## config.mk

```make
export PLATFORM = sky130hd
export DESIGN_NAME = gpfb_front
export DESIGN_NICKNAME = d
export VERILOG_FILES = /design/src/rtl/gpfb_pkg.sv /design/src/rtl/gpfb_front.sv
export SDC_FILE = /design/constraint.sdc
export NUM_CORES = 2
export LEC_CHECK = 0
export BUFFER_PORTS_ARGS = -buffer_cell sky130_fd_sc_hd__buf_2
export CAP_MARGIN = 20
export CORE_ASPECT_RATIO = 0.9
export CORE_MARGIN = 2
export CORE_UTILIZATION = 50
export CTS_CLUSTER_SIZE = 30
export DETAILED_ROUTE_END_ITERATION = 8
export HOLD_SLACK_MARGIN = 0.15
export PLACE_DENSITY_LB_ADDON = 0.12
export SLEW_MARGIN = 15
export SYNTH_ARGS = -nofsm -noshare
export SYNTH_HDL_FRONTEND = slang
export SYNTH_SLANG_ARGS = --single-unit
export TNS_END_PERCENT = 1
```

## constraint.sdc

```tcl
create_clock -name clk -period 13.5 [get_ports clk]
set_clock_uncertainty 0.2 [all_clocks]
set_input_delay 0 -clock clk [delete_from_list [all_inputs] [get_ports clk]]
set_output_delay 0 -clock clk [all_outputs]
set_load 0.02 [all_outputs]
```

## src/rtl/gpfb_pkg.sv

```systemverilog
`default_nettype none
package gpfb_pkg;

  localparam int FRAC_BITS   = 16;
  localparam int GRID_CELLS  = 4096;
  localparam int ADDR_W      = $clog2(GRID_CELLS);
  localparam int VEL_W       = 24;
  localparam int POS_W       = 24;
  localparam int RECIP_W     = 24;
  localparam int CNT_W       = 7;
  localparam int RATIO_W     = FRAC_BITS + 1;
  localparam int W_W         = FRAC_BITS + 1;
  localparam int SCL_W       = POS_W + RECIP_W - FRAC_BITS;
  localparam int PC_W        = CNT_W + FRAC_BITS;
  localparam int QUEUE_DEPTH = 4;
  localparam int PADDR_W     = 4;
  localparam int PDATA_W     = 32;

  localparam logic [W_W-1:0]   ONE_W    = {1'b1, {FRAC_BITS{1'b0}}};
  localparam logic [PC_W-1:0]  ONE_P    = PC_W'(ONE_W);
  localparam logic [PC_W-1:0]  TWO_P    = PC_W'(ONE_W) << 1;
  localparam logic [PC_W-1:0]  HALF_P   = PC_W'(1) << (FRAC_BITS - 1);
  localparam logic [CNT_W-1:0] MIN_CELLS = CNT_W'(3);
  localparam int               TENTH    = ((1 << FRAC_BITS) + 5) / 10;
  localparam int               VMAX     = (1 << (VEL_W - 1)) - 1;
  localparam int               VMIN     = -(1 << (VEL_W - 1));

  typedef enum logic {
    CMD_WRITE    = 1'b0,
    CMD_PARTICLE = 1'b1
  } cmd_t;

  typedef enum logic [1:0] {
    SEL_X_NOW    = 2'd0,
    SEL_X_BEFORE = 2'd1,
    SEL_Y_NOW    = 2'd2,
    SEL_Y_BEFORE = 2'd3
  } sel_t;

  typedef enum logic [1:0] {
    REG_RECIP = 2'd0,
    REG_COLS  = 2'd1,
    REG_ROWS  = 2'd2,
    REG_RATIO = 2'd3
  } reg_t;

  typedef struct packed {
    logic                     cmd;
    logic [1:0]               grid_select;
    logic [ADDR_W-1:0]        grid_index;
    logic signed [VEL_W-1:0]  grid_value;
    logic [POS_W-1:0]         pos_x;
    logic [POS_W-1:0]         pos_y;
    logic signed [VEL_W-1:0]  vel_x;
    logic signed [VEL_W-1:0]  vel_y;
    logic                     last_particle;
  } in_item_t;

  typedef struct packed {
    logic signed [VEL_W-1:0] new_vel_x;
    logic signed [VEL_W-1:0] new_vel_y;
    logic                    pass_done;
  } out_item_t;

  typedef struct packed {
    logic [RECIP_W-1:0] cell_size_recip;
    logic [CNT_W-1:0]   grid_columns;
    logic [CNT_W-1:0]   grid_rows;
    logic [RATIO_W-1:0] pic_ratio;
  } cfg_t;

  typedef struct packed {
    logic                    cmd;
    logic [1:0]              grid_select;
    logic [ADDR_W-1:0]       grid_index;
    logic signed [VEL_W-1:0] grid_value;
    logic [SCL_W-1:0]        scl_x;
    logic [SCL_W-1:0]        scl_y;
    logic signed [VEL_W-1:0] vel_x;
    logic signed [VEL_W-1:0] vel_y;
    logic                    last;
  } queue_item_t;

endpackage
`default_nettype wire

```

## src/rtl/gpfb_front.sv

```systemverilog
`default_nettype none
module gpfb_front #(
  parameter int QUEUE_DEPTH = gpfb_pkg::QUEUE_DEPTH
) (
  input  wire logic                   clk,
  input  wire logic                   rst_n,
  input  wire logic                   start,
  output logic                        busy,
  input  wire gpfb_pkg::in_item_t     in_data,
  input  wire gpfb_pkg::cfg_t         cfg,
  output logic                        q_valid,
  output gpfb_pkg::queue_item_t       q_item,
  input  wire logic                   q_pop
);

  localparam int IW     = (QUEUE_DEPTH > 1) ? $clog2(QUEUE_DEPTH) : 1;
  localparam int CW     = $clog2(QUEUE_DEPTH + 1);
  localparam int PROD_W = gpfb_pkg::POS_W + gpfb_pkg::RECIP_W;

  logic                  f_v_r;
  gpfb_pkg::queue_item_t f_item_r, f_item_nxt;
  gpfb_pkg::queue_item_t mem_r [QUEUE_DEPTH];
  logic [IW-1:0]         wr_ptr_r, wr_ptr_nxt, rd_ptr_r, rd_ptr_nxt;
  logic [CW-1:0]         cnt_r, cnt_nxt;
  logic [PROD_W-1:0]     prod_x, prod_y;
  logic                  accept, push, pop;

  assign busy   = ({1'b0, cnt_r} + (CW+1)'(f_v_r)) >= (CW+1)'(QUEUE_DEPTH);
  assign accept = start && !busy;
  assign push   = f_v_r;
  assign pop    = q_pop && q_valid;

  // scale world positions to cell units here, clamp later in the back end
  assign prod_x = PROD_W'(in_data.pos_x) * PROD_W'(cfg.cell_size_recip);
  assign prod_y = PROD_W'(in_data.pos_y) * PROD_W'(cfg.cell_size_recip);

  always_comb begin
    f_item_nxt.cmd         = in_data.cmd;
    f_item_nxt.grid_select = in_data.grid_select;
    f_item_nxt.grid_index  = in_data.grid_index;
    f_item_nxt.grid_value  = in_data.grid_value;
    f_item_nxt.scl_x       = prod_x[gpfb_pkg::FRAC_BITS +: gpfb_pkg::SCL_W];
    f_item_nxt.scl_y       = prod_y[gpfb_pkg::FRAC_BITS +: gpfb_pkg::SCL_W];
    f_item_nxt.vel_x       = in_data.vel_x;
    f_item_nxt.vel_y       = in_data.vel_y;
    f_item_nxt.last        = in_data.last_particle;
  end

  always_comb begin
    wr_ptr_nxt = wr_ptr_r;
    rd_ptr_nxt = rd_ptr_r;
    if (push) begin
      wr_ptr_nxt = (wr_ptr_r == IW'(QUEUE_DEPTH - 1)) ? '0 : wr_ptr_r + 1'b1;
    end
    if (pop) begin
      rd_ptr_nxt = (rd_ptr_r == IW'(QUEUE_DEPTH - 1)) ? '0 : rd_ptr_r + 1'b1;
    end
    cnt_nxt = cnt_r + CW'(push) - CW'(pop);
  end

  always_ff @(posedge clk) begin
    if (!rst_n) begin
      f_v_r    <= 1'b0;
      wr_ptr_r <= '0;
      rd_ptr_r <= '0;
      cnt_r    <= '0;
    end else begin
      f_v_r    <= accept;
      wr_ptr_r <= wr_ptr_nxt;
      rd_ptr_r <= rd_ptr_nxt;
      cnt_r    <= cnt_nxt;
    end
  end

  always_ff @(posedge clk) begin
    if (accept) begin
      f_item_r <= f_item_nxt;
    end
    if (push) begin
      mem_r[wr_ptr_r] <= f_item_r;
    end
  end

  assign q_valid = (cnt_r != '0);
  assign q_item  = mem_r[rd_ptr_r];

`ifndef NO_ASSERTIONS
  a_cnt_bound: assert property (@(posedge clk) disable iff (!rst_n)
    cnt_r <= CW'(QUEUE_DEPTH))
    else $error("queue count above depth");
  a_no_overflow: assert property (@(posedge clk) disable iff (!rst_n)
    (f_v_r && cnt_r == CW'(QUEUE_DEPTH)) |-> pop)
    else $error("beat pushed into full queue");
`endif

endmodule
`default_nettype wire

```

==> impl_metrics.tcl <==
set metrics [dict create \
    reg2reg_slack_ns 9.92 \
    rsz0062_at_grt "no" \
    synthToLayoutAreaGrowth_pct 12.3 \
    netlist.top_cell.by_area "edfxtp_1" \
    yosysWarnings 0 \
    slew_viol_final 0 \
    r2r_end "mem_r[3][66]$_DFFE_PP_" \
    hpwl_um 98400 \
    cp-end-kind "flip-flop" \
    ctsResizeCount 0 \
    whs_ns 0.264 \
    layout-drive-gt1-share_pct 12.0 \
    grt_pass1_wl_um 238000 \
    design.portCount 349 \
    die_area_um2 130000 \
    overflow 0 \
    vias 38100 \
    syn_nets 6620 \
    yosysMostFrequentCell "inv_1" \
    regArea_um2 23000 \
    setup_viol 0 \
    dr.first_iter.drc_count 2489 \
    avgSynthCellArea_um2 12.4 \
    syn_area_um2 63500 \
    grt_use_met3_pct 3.08 \
    place_area_um2 66600 \
    postCtsSetupRepairBufs 0 \
    yosysSeqAreaShare_pct 36.3 \
    synth-seq-cells 770 \
    vias_per_cell 5.26 \
    worstPathMaxFanout 31 \
    status "finished clean" \
    initial_core_util_pct 50.2 \
    ff2ff_path_depth 4 \
    min_delay_worst_endpoint "mem_r[2][50]$_DFFE_PP_" \
    die-width_um 380 \
    ant_nets 0 \
    nFillCells 10600 \
    tightest_slew_ns 1.05 \
    finalCriticalPeriod_ns 7.73 \
    startpoint_type "primary input" \
    hp-class "reg2reg" \
    antenna_found_initial 10 \
    cts_root_buf "clkbuf_16" \
    cts_tree "yes" \
    htree_num_levels 3 \
    timing.rr.start "wr_ptr_r[0]$_SDFFE_PN0P_" \
    path_clk_slew_ns 0.06 \
    design_area_um2 71300 \
    grt_usage_pct 23.7 \
    async_flop_share_pct 0 \
    timing.slew.headroom_pct 30.2 \
    clockBufferDepth 3 \
    gp_congestion 0.808 \
    synth-edff-count 760 \
    worst-endpoint-arrival_ns 7.94 \
    ys.flop_type "edfxtp_1" \
    clk_latency_ns 0.66 \
    yosys.cell_types.count 66 \
    drtPass1Iterations 7 \
    numCtsBuffers 80 \
    grt_pass1_vias 41400 \
    min_from "f_item_r[50]$_DFFE_PP_" \
    finalWirelength_um 148000 \
    finalNetCount 6987 \
    post_drt_wl_per_cell_um 20.4 \
    busiest_layer "met2" \
    fin_crit_sh_pct 57.3 \
    met1_usage_pct 34.7 \
    synthCells 5114 \
    criticalPathCategory "in2reg" \
    fmax_mhz 129 \
    drc 0 \
    numPortBuffers 317 \
    min_path_cells 0 \
    fp-row-count 124 \
    fin_tns_setup_ns 0 \
    grt_max_degree 117 \
    cts_sinks 770 \
    grt_util_met2_pct 38.2 \
    multi_input_area_um2 35500 \
    cp_data_required_time_ns 13.71 \
    cts_hold_buffers 183 \
    core_area_um2 126000 \
    die_h_um 342 \
    synthTopCellsByArea "edfxtp_1 (36%), fa_1 (30%), ha_1 (6.9%), inv_1 (6.4%), and2_1 (5.6%)" \
    cap_viol_max_count 0 \
    finalHoldViolCount 0 \
    synthTopCellsByCount "inv_1 (1082), fa_1 (963), edfxtp_1 (760)" \
    synth_top_area_share_pct 36.0 \
]
## kinds of logic (layout without fill, tap and decap cells)
| family | count (synthesis) | count (layout) | share of synthesized area (%) |
|---|---|---|---|
| buffers and inverters | 1335 | 1769 | 7.90 |
| adder cells (fa/ha/maj) | 1311 | 1311 | 37.2 |
| AND/OR/NAND/NOR | 1283 | 1283 | 10.1 |
| flip-flops | 770 | 770 | 36.3 |
| AO/OA/AOI/OAI | 191 | 191 | 2.10 |
| multiplexers | 154 | 154 | 5.43 |
| XOR/XNOR | 70 | 70 | 0.966 |
| other | 0 | 6 | 0 |
## layer usage
layer | vias up | share of wire (%) | wire, um
li1 | 16800 | - | -
met1 | 20100 | 45 | 66500
met2 | 1117 | 47 | 69800
met3 | 200 | 6.1 | 9080
met4 | 8 | 1.9 | 2830
met5 | - | 0.047 | 69
## worst max-delay path: stages
cell and delay [ns]:
buf_2 0.50, buf_4 0.59, nand2_1 0.15, fa_1 0.52, inv_1 0.05, fa_1 0.49
inv_1 0.06, fa_1 0.52, inv_1 0.05, fa_1 0.49, inv_1 0.05, fa_1 0.53
inv_1 0.05, fa_1 0.47, inv_1 0.05, fa_1 0.47, inv_1 0.04, ha_1 0.33
nand4_1 0.12, nor3_1 0.49, o2111a_1 0.40, a211oi_4 0.13, o21bai_2 0.35, a21oi_4 0.13
o21ai_2 0.29, nand3_1 0.19, a311oi_1 0.30, xnor2_1 0.10
## layout make-up
type	instances	area share (%)
Sequential cell	770	32.3
Inverter	1082	5.70
Tap cell	1701	2.99
Clock buffer	92	2.94
Multi-Input combinational cell	3009	49.7
Timing Repair Buffer	538	5.27
Antenna cell	6	0.0211
Clock inverter	57	1.04
## cells in the final DEF (no fill, tap or decap), types with 5 or more instances in the layout
| master | netlist | layout |
|---|---|---|
| nor2b_1 | 9 | 8 |
| buf_2 | 1 | 317 |
| and3_1 | 7 | 7 |
| dfxtp_1 | 10 | 8 |
| nor2_1 | 29 | 29 |
| fa_1 | 963 | 963 |
| nand4_1 | 17 | 17 |
| ha_1 | 348 | 348 |
| dlygate4sd3_1 | 0 | 183 |
| buf_4 | 0 | 34 |
| clkinv_2 | 0 | 16 |
| o21bai_1 | 12 | 12 |
| nand2_1 | 613 | 613 |
| nor3_1 | 11 | 11 |
| clkinv_1 | 0 | 14 |
| xor2_1 | 32 | 32 |
| xnor2_1 | 38 | 38 |
| nand3_1 | 7 | 7 |
| o21ai_0 | 27 | 27 |
| clkbuf_16 | 0 | 80 |
| inv_1 | 1082 | 1082 |
| edfxtp_1 | 760 | 760 |
| clkbuf_1 | 234 | 7 |
| clkbuf_8 | 0 | 5 |
| bufinv_16 | 0 | 13 |
| diode_2 | 0 | 6 |
| a21oi_1 | 61 | 61 |
| o21a_1 | 8 | 8 |
| nand2b_1 | 5 | 5 |
| mux4_2 | 152 | 152 |
| o211ai_1 | 5 | 5 |
| a31oi_1 | 8 | 8 |
| and2_1 | 569 | 565 |
| a21o_1 | 33 | 33 |
## how the worst max path moves through the flow
stage	startpoint	endpoint	slack, ns	depth (start not counted)
final	cfg[35]	f_item_r[112]$_DFFE_PP_	5.77	28
after global routing	cfg[35]	f_item_r[112]$_DFFE_PP_	5.33	28
after CTS	cfg[35]	f_item_r[112]$_DFFE_PP_	5.77	28
after detailed placement	cfg[35]	f_item_r[112]$_DFFE_PP_	5.05	28
after global placement	cfg[35]	f_item_r[112]$_DFFE_PP_	5.09	28
after floorplan	f_v_r$_SDFF_PN0_	f_item_r[0]$_DFFE_PP_	5.00	5
## stage by stage
step	std cells	utilization [%]	setup WS, ns
final	7255	56.4	5.77
after global routing	7250	56.4	5.33
after CTS	7249	56.4	5.77
after detailed placement	6917	52.7	5.05
after global placement	6917	52.7	5.09
after floorplan	5114	-	5.00
## state kept, by name, indices dropped and copies added, names as in the netlist, named ones only
| signal | flops |
|---|---|
| mem_r | 608 |
| f_item_r | 152 |
| cnt_r | 3 |
| rd_ptr_r | 2 |
| wr_ptr_r | 2 |
| f_v_r | 1 |
Power is not shown: default switching activity piles up to over one toggle a cycle in this logic, so the estimate is an artifact.
